### src/hdl/lirs_pkg.sv
// shared constants, types and control structs of the linear-interpolation resampler
`timescale 1ns / 1ps
`default_nettype none

package lirs_pkg;

  // fixed field widths
  localparam int unsigned SAMPLE_W = 16;
  localparam int unsigned RATIO_W  = 19;
  localparam int unsigned FRAC_W   = 16;
  localparam int unsigned K_W      = 23;
  localparam int unsigned PA_W     = 40;
  localparam int unsigned OC_W     = 26;
  localparam int unsigned N_W      = 4;
  localparam int unsigned PROD_W   = 34;

  // clip and ratio limits
  localparam int unsigned MAX_FRAMES  = 4194304;
  localparam int unsigned OUT_MAX     = 8;
  localparam int unsigned RATIO_ONE   = 65536;
  localparam int unsigned PASS_TOL    = 6;
  localparam int unsigned RATIO_MIN   = 16384;
  localparam int unsigned RATIO_MAX   = 262144;

  // frame-count divider
  localparam int unsigned DIV_W = 40;
  localparam int unsigned DEN_W = 20;
  localparam int unsigned CNT_W = 6;

  // register map: word index taken from paddr[2]
  localparam logic CFG_PITCH_RATIO = 1'b0;

  // which pair of source frames a blend reads
  typedef enum logic [1:0] {
    SRC_HELD = 2'd0,  // frame k-2 to frame k-1
    SRC_SPAN = 2'd1,  // frame k-1 to frame k
    SRC_TAIL = 2'd2   // final frame repeated
  } src_sel_e;

  typedef struct packed {
    logic     accept;     // input transfer taken
    logic     div_start;  // launch output-count division
    logic     mul;        // register blend products
    src_sel_e src_sel;
    logic     emit;       // load output register
    logic     pass;       // emit the frame unchanged
    logic     finish;     // close out this frame
  } cmd_t;

  typedef struct packed {
    logic pass_in;   // ratio sits in the unity window
    logic last_in;   // incoming frame ends the clip
    logic div_busy;
    logic held_go;
    logic span_go;
    logic tail_go;
    logic out_free;
  } stat_t;

endpackage : lirs_pkg

`default_nettype wire

### src/hdl/linear_interp_stereo_resampler_core.sv
// top level of the linear-interpolation stereo resampler with its config register
`timescale 1ns / 1ps
`default_nettype none

// Stereo resampler by linear interpolation. A clip of Q1.15 stereo frames enters one
// transfer at a time on the slave stream, with tlast on its final frame; output frame i
// reads the source at position i * pitch_ratio (unsigned Q16, 0.25 to 4.0, written over
// the APB port at address 0 and clamped to that range) and blends the two neighboring
// source frames, rounding half up. The clip yields round(N / ratio) frames, at least one,
// and the last of them carries tlast. A ratio within 6/65536 of unity passes frames
// through unchanged. The block works on one source frame at a time: a frame is accepted,
// then each output frame it produces takes a blend multiply and then a load of the
// output register, and a closing step ends the frame; in pass-through the accept is
// followed by a single load. Outside pass-through, the final frame of a clip also
// waits for the bit-serial divider that works out the output count. At most 8 outputs
// leave per source frame; output backpressure stretches the emit cycles. The output
// register lets the next source frame be taken while the last result still waits.
// Change the ratio only between frames; it takes effect for the very next step.
module linear_interp_stereo_resampler_core (
  input  wire logic        clk_i,
  input  wire logic        rst_ni,
  // source stream
  input  wire logic        s_axis_tvalid,
  output logic             s_axis_tready,
  input  wire logic [31:0] s_axis_tdata,   // [15:0] left_in, [31:16] right_in
  input  wire logic        s_axis_tlast,   // last_in
  // resampled stream
  output logic             m_axis_tvalid,
  input  wire logic        m_axis_tready,
  output logic [31:0]      m_axis_tdata,   // [15:0] left_out, [31:16] right_out
  output logic             m_axis_tlast,   // last_out
  // register port
  input  wire logic        psel,
  input  wire logic        penable,
  input  wire logic        pwrite,
  input  wire logic [2:0]  paddr,
  input  wire logic [31:0] pwdata,
  output logic [31:0]      prdata,
  output logic             pready
);
  import lirs_pkg::*;

  logic [RATIO_W-1:0] ratio_q, ratio_d;
  logic [RATIO_W-1:0] wr_val;
  logic               wr_en;
  cmd_t               cmd;
  stat_t              stat;

  // register write: mask to field width, then clamp to the supported range
  assign wr_en  = psel && penable && pwrite && pready && (paddr[2] == CFG_PITCH_RATIO);
  assign wr_val = pwdata[RATIO_W-1:0];

  always_comb begin
    priority if (wr_val < RATIO_W'(RATIO_MIN)) begin
      ratio_d = RATIO_W'(RATIO_MIN);
    end else if (wr_val > RATIO_W'(RATIO_MAX)) begin
      ratio_d = RATIO_W'(RATIO_MAX);
    end else begin
      ratio_d = wr_val;
    end
  end

  always_ff @(posedge clk_i or negedge rst_ni) begin
    if (!rst_ni) begin
      ratio_q <= RATIO_W'(RATIO_ONE);
    end else if (wr_en) begin
      ratio_q <= ratio_d;
    end
  end

  assign pready = 1'b1;
  assign prdata = (paddr[2] == CFG_PITCH_RATIO) ? 32'(ratio_q) : '0;

  // frame sequencer
  lirs_ctrl u_ctrl (
    .clk_i     (clk_i),
    .rst_ni    (rst_ni),
    .s_valid_i (s_axis_tvalid),
    .s_ready_o (s_axis_tready),
    .stat_i    (stat),
    .cmd_o     (cmd)
  );

  // clip state, blend arithmetic and output register
  lirs_dpath u_dpath (
    .clk_i     (clk_i),
    .rst_ni    (rst_ni),
    .ratio_i   (ratio_q),
    .s_data_i  (s_axis_tdata),
    .s_last_i  (s_axis_tlast),
    .m_valid_o (m_axis_tvalid),
    .m_ready_i (m_axis_tready),
    .m_data_o  (m_axis_tdata),
    .m_last_o  (m_axis_tlast),
    .cmd_i     (cmd),
    .stat_o    (stat)
  );

endmodule : linear_interp_stereo_resampler_core

`default_nettype wire

### src/hdl/lirs_div.sv
// restoring divider, one quotient bit per cycle, for the clip output count
`timescale 1ns / 1ps
`default_nettype none

module lirs_div (
  input  wire logic                       clk_i,
  input  wire logic                       rst_ni,
  input  wire logic                       start_i,
  input  wire logic [lirs_pkg::DIV_W-1:0] num_i,
  input  wire logic [lirs_pkg::DEN_W-1:0] den_i,
  output logic                            busy_o,
  output logic [lirs_pkg::DIV_W-1:0]      quot_o
);
  import lirs_pkg::*;

  logic [DEN_W-1:0] rem_q;
  logic [DIV_W-1:0] quo_q;
  logic [CNT_W-1:0] cnt_q;
  logic             busy_q;
  logic [DEN_W:0]   trial;
  logic [DEN_W:0]   diff;
  logic             ge;

  assign trial = {rem_q, quo_q[DIV_W-1]};
  assign ge    = trial >= {1'b0, den_i};
  assign diff  = trial - {1'b0, den_i};

  always_ff @(posedge clk_i or negedge rst_ni) begin
    if (!rst_ni) begin
      cnt_q  <= '0;
      busy_q <= 1'b0;
    end else if (start_i) begin
      cnt_q  <= '0;
      busy_q <= 1'b1;
    end else if (busy_q) begin
      cnt_q <= cnt_q + CNT_W'(1);
      if (cnt_q == CNT_W'(DIV_W - 1)) begin
        busy_q <= 1'b0;
      end
    end
  end

  always_ff @(posedge clk_i) begin
    if (start_i) begin
      quo_q <= num_i;
      rem_q <= '0;
    end else if (busy_q) begin
      quo_q <= {quo_q[DIV_W-2:0], ge};
      rem_q <= ge ? diff[DEN_W-1:0] : trial[DEN_W-1:0];
    end
  end

  assign busy_o = busy_q;
  assign quot_o = quo_q;

endmodule : lirs_div

`default_nettype wire

### src/hdl/lirs_dpath.sv
// datapath: clip state, phase accumulator, blend multipliers and output register
`timescale 1ns / 1ps
`default_nettype none

module lirs_dpath (
  input  wire logic                         clk_i,
  input  wire logic                         rst_ni,
  input  wire logic [lirs_pkg::RATIO_W-1:0] ratio_i,
  input  wire logic [31:0]                  s_data_i,
  input  wire logic                         s_last_i,
  output logic                              m_valid_o,
  input  wire logic                         m_ready_i,
  output logic [31:0]                       m_data_o,
  output logic                              m_last_o,
  input  wire lirs_pkg::cmd_t               cmd_i,
  output lirs_pkg::stat_t                   stat_o
);
  import lirs_pkg::*;

  // clip state
  logic [K_W-1:0]      k_q;
  logic                have_prev_q;
  logic [PA_W-1:0]     pa_q;
  logic [OC_W-1:0]     oc_q;
  logic [N_W-1:0]      n_q;
  logic                last_q;
  logic [SAMPLE_W-1:0] cur_l_q, cur_r_q, prev_l_q, prev_r_q, old_l_q, old_r_q;

  // blend stage
  logic signed [PROD_W-1:0] prod_l_q, prod_r_q, prod_l_d, prod_r_d;
  logic [SAMPLE_W-1:0]      base_l_q, base_r_q;
  logic [SAMPLE_W-1:0]      a_l, a_r, b_l, b_r;
  logic signed [SAMPLE_W:0] diff_l, diff_r;
  logic signed [FRAC_W:0]   frac_s;
  logic signed [PROD_W-1:0] rnd_l, rnd_r;
  logic [SAMPLE_W-1:0]      out_l, out_r;

  // output register
  logic        m_valid_q;
  logic [31:0] m_data_q;
  logic        m_last_q;
  logic        m_last_d;

  // status helpers
  logic [K_W-1:0]    kp1;
  logic [K_W:0]      pa_hi;
  logic              n_ok;
  logic              oc_done;
  logic [K_W+18:0]   span_lhs, span_rhs;
  logic [DIV_W-1:0]  num;
  logic [DIV_W-1:0]  quot;
  logic [OC_W-1:0]   dst;
  logic              div_busy;

  assign kp1   = k_q + K_W'(1);
  assign pa_hi = pa_q[PA_W-1:FRAC_W];
  assign n_ok  = n_q < N_W'(OUT_MAX);
  assign dst   = (quot[OC_W-1:0] == '0) ? OC_W'(1) : quot[OC_W-1:0];
  assign oc_done = oc_q >= dst;

  // (k+1)/ratio with ratio in Q16, rounded: ((k+1)*2^17 + r) / (2r)
  assign num = DIV_W'({kp1, 17'b0}) + DIV_W'(ratio_i);

  lirs_div u_div (
    .clk_i   (clk_i),
    .rst_ni  (rst_ni),
    .start_i (cmd_i.div_start),
    .num_i   (num),
    .den_i   ({ratio_i, 1'b0}),
    .busy_o  (div_busy),
    .quot_o  (quot)
  );

  // non-final frames hold back outputs whose rounding could fall past the clip end
  assign span_lhs = (K_W+19)'({pa_q, 1'b0}) + (K_W+19)'(ratio_i);
  assign span_rhs = (K_W+19)'({kp1, 17'b0});

  always_comb begin
    stat_o          = '0;
    stat_o.pass_in  = (ratio_i >= RATIO_W'(RATIO_ONE - PASS_TOL)) &&
                      (ratio_i <= RATIO_W'(RATIO_ONE + PASS_TOL));
    stat_o.last_in  = s_last_i || (k_q >= K_W'(MAX_FRAMES - 1));
    stat_o.div_busy = div_busy;
    stat_o.held_go  = (k_q >= K_W'(2)) && n_ok &&
                      (pa_hi < {1'b0, k_q - K_W'(1)}) && !(last_q && oc_done);
    stat_o.span_go  = have_prev_q && n_ok && (pa_hi < {1'b0, k_q}) &&
                      (last_q ? !oc_done : !(span_lhs > span_rhs));
    stat_o.tail_go  = last_q && n_ok && !oc_done;
    stat_o.out_free = !m_valid_q || m_ready_i;
  end

  // source pair select and products
  always_comb begin
    unique case (cmd_i.src_sel)
      SRC_HELD: begin
        a_l = old_l_q;  a_r = old_r_q;  b_l = prev_l_q; b_r = prev_r_q;
      end
      SRC_SPAN: begin
        a_l = prev_l_q; a_r = prev_r_q; b_l = cur_l_q;  b_r = cur_r_q;
      end
      default: begin
        a_l = cur_l_q;  a_r = cur_r_q;  b_l = cur_l_q;  b_r = cur_r_q;
      end
    endcase
    diff_l   = $signed({b_l[SAMPLE_W-1], b_l}) - $signed({a_l[SAMPLE_W-1], a_l});
    diff_r   = $signed({b_r[SAMPLE_W-1], b_r}) - $signed({a_r[SAMPLE_W-1], a_r});
    frac_s   = $signed({1'b0, pa_q[FRAC_W-1:0]});
    prod_l_d = diff_l * frac_s;
    prod_r_d = diff_r * frac_s;
  end

  // round half up, floor shift; only the low sample bits of the sum matter
  assign rnd_l = prod_l_q + PROD_W'(32768);
  assign rnd_r = prod_r_q + PROD_W'(32768);
  assign out_l = cmd_i.pass ? cur_l_q : base_l_q + rnd_l[31:16];
  assign out_r = cmd_i.pass ? cur_r_q : base_r_q + rnd_r[31:16];
  assign m_last_d = cmd_i.pass ? last_q : (last_q && ((oc_q + OC_W'(1)) == dst));

  always_ff @(posedge clk_i or negedge rst_ni) begin
    if (!rst_ni) begin
      k_q         <= '0;
      have_prev_q <= 1'b0;
      pa_q        <= '0;
      oc_q        <= '0;
      n_q         <= '0;
      last_q      <= 1'b0;
      m_valid_q   <= 1'b0;
    end else begin
      if (cmd_i.accept) begin
        last_q <= stat_o.last_in;
        n_q    <= '0;
      end
      if (cmd_i.emit && !cmd_i.pass) begin
        pa_q <= pa_q + PA_W'(ratio_i);
        oc_q <= oc_q + OC_W'(1);
        n_q  <= n_q + N_W'(1);
      end
      if (cmd_i.finish) begin
        if (last_q) begin
          k_q         <= '0;
          have_prev_q <= 1'b0;
          pa_q        <= '0;
          oc_q        <= '0;
        end else begin
          k_q         <= kp1;
          have_prev_q <= 1'b1;
        end
      end
      if (cmd_i.emit) begin
        m_valid_q <= 1'b1;
      end else if (m_ready_i) begin
        m_valid_q <= 1'b0;
      end
    end
  end

  always_ff @(posedge clk_i) begin
    if (cmd_i.accept) begin
      cur_l_q <= s_data_i[SAMPLE_W-1:0];
      cur_r_q <= s_data_i[2*SAMPLE_W-1:SAMPLE_W];
    end
    if (cmd_i.mul) begin
      prod_l_q <= prod_l_d;
      prod_r_q <= prod_r_d;
      base_l_q <= a_l;
      base_r_q <= a_r;
    end
    if (cmd_i.finish && !last_q) begin
      old_l_q  <= prev_l_q;
      old_r_q  <= prev_r_q;
      prev_l_q <= cur_l_q;
      prev_r_q <= cur_r_q;
    end
    if (cmd_i.emit) begin
      m_data_q <= {out_r, out_l};
      m_last_q <= m_last_d;
    end
  end

  assign m_valid_o = m_valid_q;
  assign m_data_o  = m_data_q;
  assign m_last_o  = m_last_q;

  // checks
  a_emit_slot_free: assert property (@(posedge clk_i) disable iff (!rst_ni)
    cmd_i.emit |-> stat_o.out_free)
    else $error("output register overwritten while full");

  a_emit_cap: assert property (@(posedge clk_i) disable iff (!rst_ni)
    n_q <= N_W'(OUT_MAX))
    else $error("more outputs per frame than the cap");

  a_clip_cleared: assert property (@(posedge clk_i) disable iff (!rst_ni)
    (cmd_i.finish && last_q) |=> (k_q == '0 && pa_q == '0 && oc_q == '0 && !have_prev_q))
    else $error("clip state not cleared after final frame");

  a_no_emit_while_dividing: assert property (@(posedge clk_i) disable iff (!rst_ni)
    (cmd_i.emit || cmd_i.mul) |-> !div_busy)
    else $error("blend issued before output count is known");

  a_prev_tracks_index: assert property (@(posedge clk_i) disable iff (!rst_ni)
    have_prev_q == (k_q != '0))
    else $error("previous-frame flag out of step with source index");

endmodule : lirs_dpath

`default_nettype wire

### src/hdl/lirs_ctrl.sv
// controller: sequences accept, count division, blend and emit for one frame
`timescale 1ns / 1ps
`default_nettype none

module lirs_ctrl (
  input  wire logic            clk_i,
  input  wire logic            rst_ni,
  input  wire logic            s_valid_i,
  output logic                 s_ready_o,
  input  wire lirs_pkg::stat_t stat_i,
  output lirs_pkg::cmd_t       cmd_o
);
  import lirs_pkg::*;

  typedef enum logic [3:0] {
    ST_IDLE = 4'b0001,
    ST_DIV  = 4'b0010,
    ST_SCAN = 4'b0100,
    ST_EMIT = 4'b1000
  } state_e;

  state_e state_q, state_d;
  logic   pass_q, pass_d;

  always_comb begin
    state_d   = state_q;
    pass_d    = pass_q;
    cmd_o     = '0;
    s_ready_o = 1'b0;
    unique case (state_q)
      ST_IDLE: begin
        s_ready_o = 1'b1;
        if (s_valid_i) begin
          cmd_o.accept = 1'b1;
          pass_d       = stat_i.pass_in;
          if (stat_i.pass_in) begin
            state_d = ST_EMIT;
          end else if (stat_i.last_in) begin
            cmd_o.div_start = 1'b1;
            state_d         = ST_DIV;
          end else begin
            state_d = ST_SCAN;
          end
        end
      end
      ST_DIV: begin
        if (!stat_i.div_busy) begin
          state_d = ST_SCAN;
        end
      end
      ST_SCAN: begin
        // each run stays closed once it stops, so priority order gives run order
        priority if (stat_i.held_go) begin
          cmd_o.mul     = 1'b1;
          cmd_o.src_sel = SRC_HELD;
          state_d       = ST_EMIT;
        end else if (stat_i.span_go) begin
          cmd_o.mul     = 1'b1;
          cmd_o.src_sel = SRC_SPAN;
          state_d       = ST_EMIT;
        end else if (stat_i.tail_go) begin
          cmd_o.mul     = 1'b1;
          cmd_o.src_sel = SRC_TAIL;
          state_d       = ST_EMIT;
        end else begin
          cmd_o.finish = 1'b1;
          state_d      = ST_IDLE;
        end
      end
      ST_EMIT: begin
        if (stat_i.out_free) begin
          cmd_o.emit = 1'b1;
          cmd_o.pass = pass_q;
          if (pass_q) begin
            cmd_o.finish = 1'b1;
            state_d      = ST_IDLE;
          end else begin
            state_d = ST_SCAN;
          end
        end
      end
      default: begin
        state_d = ST_IDLE;
      end
    endcase
  end

  always_ff @(posedge clk_i or negedge rst_ni) begin
    if (!rst_ni) begin
      state_q <= ST_IDLE;
      pass_q  <= 1'b0;
    end else begin
      state_q <= state_d;
      pass_q  <= pass_d;
    end
  end

endmodule : lirs_ctrl

`default_nettype wire
### config.mk
export PLATFORM = sky130hd
export DESIGN_NAME = linear_interp_stereo_resampler_core
export DESIGN_NICKNAME = d
export VERILOG_FILES = /design/src/hdl/lirs_pkg.sv /design/src/hdl/linear_interp_stereo_resampler_core.sv /design/src/hdl/lirs_div.sv /design/src/hdl/lirs_dpath.sv /design/src/hdl/lirs_ctrl.sv
export SDC_FILE = /design/constraint.sdc
export NUM_CORES = 2
export LEC_CHECK = 0
export BUFFER_PORTS_ARGS = -buffer_cell sky130_fd_sc_hd__buf_2
export CORE_UTILIZATION = 60
export DETAILED_ROUTE_END_ITERATION = 10
export GPL_ROUTABILITY_DRIVEN = 0
export PLACE_DENSITY = 0.77
export SLEW_MARGIN = 40
export SYNTH_ARGS = -nofsm -noshare
export SYNTH_HDL_FRONTEND = slang
export SYNTH_SLANG_ARGS = --single-unit
### constraint.sdc
create_clock -name clk_i -period 31.3 [get_ports clk_i]
set_clock_uncertainty 0.2 [all_clocks]
set_input_delay 3.13 -clock clk_i [delete_from_list [all_inputs] [get_ports clk_i]]
set_output_delay 3.13 -clock clk_i [all_outputs]
set_load 0.03 [all_outputs]
==> insert_results.sql <==
INSERT INTO impl_metrics (metric_group, metric, value, unit) VALUES
('yosys', 'synth_seq_cells', '382', ''),
('cts', 'clkTransAtPathRegs', '0.06', 'ns'),
('hold_path', 'hold_path.class', 'register to register', ''),
('timing', 'post-route-min-period', '17.24', 'ns'),
('global_route', 'grt_usage', '0.301', ''),
('worst_setup_path', 'worstSetupEndpointType', 'register', ''),
('outcome', 'status', 'finished, final reports clean', ''),
('yosys', 'post_synth_instance_area', '47200', 'um^2'),
('floorplan', 'fp.dieArea', '79800', 'um^2'),
('worst_setup_path', 'critical_path.startpoint_type', 'register', ''),
('cts', 'htree_num_levels', '2', ''),
('hold_path', 'hp-start', 'u_dpath.have_prev_q', ''),
('power', 'cellPowerDensity', '38.5', 'nW/um^2'),
('yosys', 'synth.yosys.warnings', '0', ''),
('job', 'max-cap-violations', '0', ''),
('cts', 'clock_sink_count', '382', ''),
('cts', 'postCtsResizedCells', '0', ''),
('timing', 'rsz_0062_raised_after_global_routing', 'false', ''),
('global_route', 'grt_antenna_before_repair', '4', ''),
('cells_and_area', 'area_growth_syn_to_layout', '6.47', '%'),
('worst_setup_path', 'timing.reg2reg.worst_path_depth', '57', ''),
('timing', 'post-route-period-util', '0.551', ''),
('cells_and_area', 'antenna_cells', '0', ''),
('detailed_routing', 'drt-wirelength-per-cell', '18.8', 'um'),
('worst_setup_path', 'crit_path_max_incr_delay', '0.79', 'ns'),
('cts', 'clk_latency_worst_skew_pair', '0.60', 'ns'),
('detailed_routing', 'dr_total_vias', '37100', ''),
('yosys', 'synth_edf_count', '235', ''),
('cts', 'clock_tree_from_tritoncts', 'done', ''),
('detailed_routing', 'drt-vias-per-instance', '5.97', ''),
('worst_setup_path', 'critical_path_class', 'register to register', ''),
('place', 'port_buffers', '113', ''),
('global_route', 'grt_overflow', '0', ''),
('cells_and_area', 'instances_no_fill', '6218', ''),
('worst_setup_path', 'cp_max_fo', '56', ''),
('timing', 'final-max-slew-violation-count', '0', ''),
('detailed_routing', 'wirelength', '117000', 'um'),
('power', 'post-layout-total-power', '0.00193', 'W'),
('cts', 'max-clock-path-buffers', '3', ''),
('yosys', 'ys_seq_area_frac', '0.225', ''),
('floorplan', 'floorplan.io_pins', '143', ''),
('worst_setup_path', 'timing.critical_path.arrival', '17.38', 'ns'),
('worst_setup_path', 'ff2ff_setup_slack', '14.06', 'ns'),
('yosys', 'dominant_register_cell_in_the_synthesized_netlist', 'sky130_fd_sc_hd__edfxtp_1', ''),
('timing', 'tightestPinTransition', '0.859', 'ns'),
('yosys', 'yosysUniqueCellTypes', '85', ''),
('global_route', 'globalRouteMet3Util', '0.0391', ''),
('floorplan', 'dieWidth', '283', 'um'),
('cts', 'cts_setup_buffers', '0', ''),
('worst_setup_path', 'timing.critical_path.mode_cell', 'sky130_fd_sc_hd__fa_1', ''),
('floorplan', 'placeableCoreArea', '77600', 'um^2'),
('timing', 'setup_violations', '0', ''),
('timing', 'setup_total_negative_slack', '0', 'ns'),
('timing', 'timing.slew.headroom', '0.427', ''),
('yosys', 'synth_cells', '5149', ''),
('place', 'placed_cells_incl_taps', '6132', ''),
('cts', 'cts_buffers', '47', ''),
('detailed_routing', 'number_of_drc_markers_after_the_initial_detailed_route_iteration', '3040', ''),
('hold_path', 'hold-path-cell-count', '1', ''),
('worst_setup_path', 'worst_r2r_startpoint', 'ratio_q[1]', ''),
('detailed_routing', 'drt-pass1-iter-count', '6', ''),
('global_route', 'first_pass_grt_wire_length', '191000', 'um'),
('power', 'vdd.ir_drop.worst', '0.0612', 'mV'),
('place', 'place_hpwl', '85000', 'um'),
('floorplan', 'placementRows', '102', ''),
('floorplan', 'start_util', '0.608', ''),
('global_route', 'grt-busiest-layer', 'met2', ''),
('global_route', 'vias_in_the_first_global_route', '36900', ''),
('timing', 'timing.final.hold_violations', '0', ''),
('global_route', 'grt_start_max_net_pins', '68', ''),
('worst_setup_path', 'critPathRequiredTime', '31.43', 'ns');
[cell usage after synthesis (65+ instances only)]
library cell                 n  area [um^2]
sky130_fd_sc_hd__inv_1     771         2890
sky130_fd_sc_hd__fa_1      530        10600
sky130_fd_sc_hd__nand2_1   501         1880
sky130_fd_sc_hd__ha_1      382         4780
sky130_fd_sc_hd__nor2_1    280         1050
sky130_fd_sc_hd__and2_1    266         1660
sky130_fd_sc_hd__xnor2_1   239         2090
sky130_fd_sc_hd__edfxtp_1  235         7060
sky130_fd_sc_hd__clkbuf_1  204          766
sky130_fd_sc_hd__o21ai_0   191          956
sky130_fd_sc_hd__a21oi_1   158          791
sky130_fd_sc_hd__dfrtp_1   125         3130
sky130_fd_sc_hd__xor2_1    112          981
sky130_fd_sc_hd__nand3_1   105          526
sky130_fd_sc_hd__nor3_1     83          415
sky130_fd_sc_hd__nand4_1    65          407
[worst max-delay path, delay by kind of cell, from the launching register on]
kind	cells	cell delay (ns)
xor+xnor	3	0.43
compound gates	31	8.60
flops	1	0.56
buf+inv	6	0.95
fa+ha+maj	11	4.63
simple gates	6	1.49
[layout make-up]
| type | instances | area (um^2) |
|---|---|---|
| clock buffers | 59 | 1270 |
| clock inverters | 27 | 201 |
| fillers | 6281 | 27300 |
| inverters | 775 | 2910 |
| multi-input cells | 3752 | 32800 |
| flip-flops and latches | 382 | 10600 |
| well taps | 1040 | 1300 |
| repair buffers | 183 | 1120 |
[power breakdown]
group	switching [W]	total [W]	internal, W
clock	0.000226	0.000530	0.000304
combinational	0.000468	0.000737	0.000269
sequential	0.0000574	0.000666	0.000609
[cells in the final DEF, fill, tap and decap left out, types with 15 or more instances in the layout]
cell	netlist	final
sky130_fd_sc_hd__a211oi_1	35	35
sky130_fd_sc_hd__a21o_1	49	48
sky130_fd_sc_hd__a21oi_1	158	158
sky130_fd_sc_hd__a221o_1	37	37
sky130_fd_sc_hd__a221oi_1	32	32
sky130_fd_sc_hd__a22o_1	17	17
sky130_fd_sc_hd__a31oi_1	59	58
sky130_fd_sc_hd__and2_1	266	264
sky130_fd_sc_hd__and3_1	49	49
sky130_fd_sc_hd__buf_2	17	112
sky130_fd_sc_hd__buf_4	19	66
sky130_fd_sc_hd__clkbuf_16	0	47
sky130_fd_sc_hd__dfrtp_1	125	125
sky130_fd_sc_hd__dfxtp_1	20	20
sky130_fd_sc_hd__edfxtp_1	235	235
sky130_fd_sc_hd__fa_1	530	529
sky130_fd_sc_hd__ha_1	382	380
sky130_fd_sc_hd__inv_1	771	769
sky130_fd_sc_hd__mux2_2	31	31
sky130_fd_sc_hd__mux2i_1	18	18
sky130_fd_sc_hd__nand2_1	501	500
sky130_fd_sc_hd__nand2b_1	61	59
sky130_fd_sc_hd__nand3_1	105	105
sky130_fd_sc_hd__nand3b_1	41	41
sky130_fd_sc_hd__nand4_1	65	65
sky130_fd_sc_hd__nor2_1	280	274
sky130_fd_sc_hd__nor2b_1	52	51
sky130_fd_sc_hd__nor3_1	83	82
sky130_fd_sc_hd__nor4_1	24	24
sky130_fd_sc_hd__o211ai_1	22	22
sky130_fd_sc_hd__o21a_1	23	23
sky130_fd_sc_hd__o21ai_0	191	190
sky130_fd_sc_hd__o21bai_1	16	16
sky130_fd_sc_hd__o31ai_1	17	15
sky130_fd_sc_hd__o32ai_1	20	20
sky130_fd_sc_hd__or2_2	18	18
sky130_fd_sc_hd__or3_1	23	23
sky130_fd_sc_hd__xnor2_1	239	232
sky130_fd_sc_hd__xor2_1	112	110
[state kept, by name (all words and copies together), names as in the netlist, 16 cells and up]
| name | count |
|---|---|
| u_dpath.oc_q | 26 |
| u_dpath.old_l_q | 16 |
| u_dpath.m_data_o | 32 |
| u_dpath.cur_l_q | 16 |
| u_dpath.prev_r_q | 16 |
| u_dpath.cur_r_q | 16 |
| u_dpath.prod_r_q | 17 |
| u_dpath.pa_q | 40 |
| u_dpath.prod_l_q | 17 |
| u_dpath.u_div.rem_q | 20 |
| u_dpath.old_r_q | 16 |
| ratio_q | 19 |
| u_dpath.k_q | 23 |
| u_dpath.base_r_q | 16 |
| u_dpath.u_div.quot_o | 40 |
| u_dpath.prev_l_q | 16 |
| u_dpath.base_l_q | 16 |
[through the flow]
stage | hold WS (ns) | util | setup slack (ns) | area, um^2
floorplan | 0.242 | - | 17.14 | 47300
global placement | 0.253 | 0.627 | 14.12 | 48700
detailed placement | 0.262 | 0.628 | 14.29 | 48800
CTS | 0.279 | 0.647 | 14.18 | 50200
global route | 0.297 | 0.648 | 13.27 | 50300
finish | 0.275 | 0.648 | 14.06 | 50300
[metal layers]
| metal | wire (um) | vias to the layer above | part of all wire |
|---|---|---|---|
| li1 | - | 17100 | - |
| met1 | 49200 | 18200 | 0.42 |
| met2 | 55500 | 1522 | 0.47 |
| met3 | 9250 | 224 | 0.079 |
| met4 | 3060 | 4 | 0.026 |
| met5 | 27 | - | 0.00023 |
[worst max-delay path by stage]
| stage | startpoint | to | slack (ns) |
|---|---|---|---|
| after detailed placement | ratio_q[1] | u_dpath.prod_l_q[31] | 14.29 |
| after CTS | ratio_q[1] | u_dpath.prod_l_q[31] | 14.18 |
| after floorplan | ratio_q[1] | u_dpath.prod_l_q[31] | 17.14 |
| after global routing | ratio_q[1] | u_dpath.prod_l_q[31] | 13.27 |
| after global placement | ratio_q[1] | u_dpath.prod_l_q[31] | 14.12 |
| final | ratio_q[1] | u_dpath.prod_l_q[31] | 14.06 |
[kinds of logic after synthesis]
logic type               Yosys count  synth area share
AO/OA/AOI/OAI                    815             0.117
XOR/XNOR                         351            0.0651
adder cells (fa/ha/maj)          912             0.326
buffers and inverters           1027            0.0846
flip-flops                       382             0.225
multiplexers                      50            0.0114
other                              2          0.000159
AND/OR/NAND/NOR                 1610             0.170
Note: power is estimated with default switching activity, not from simulation.
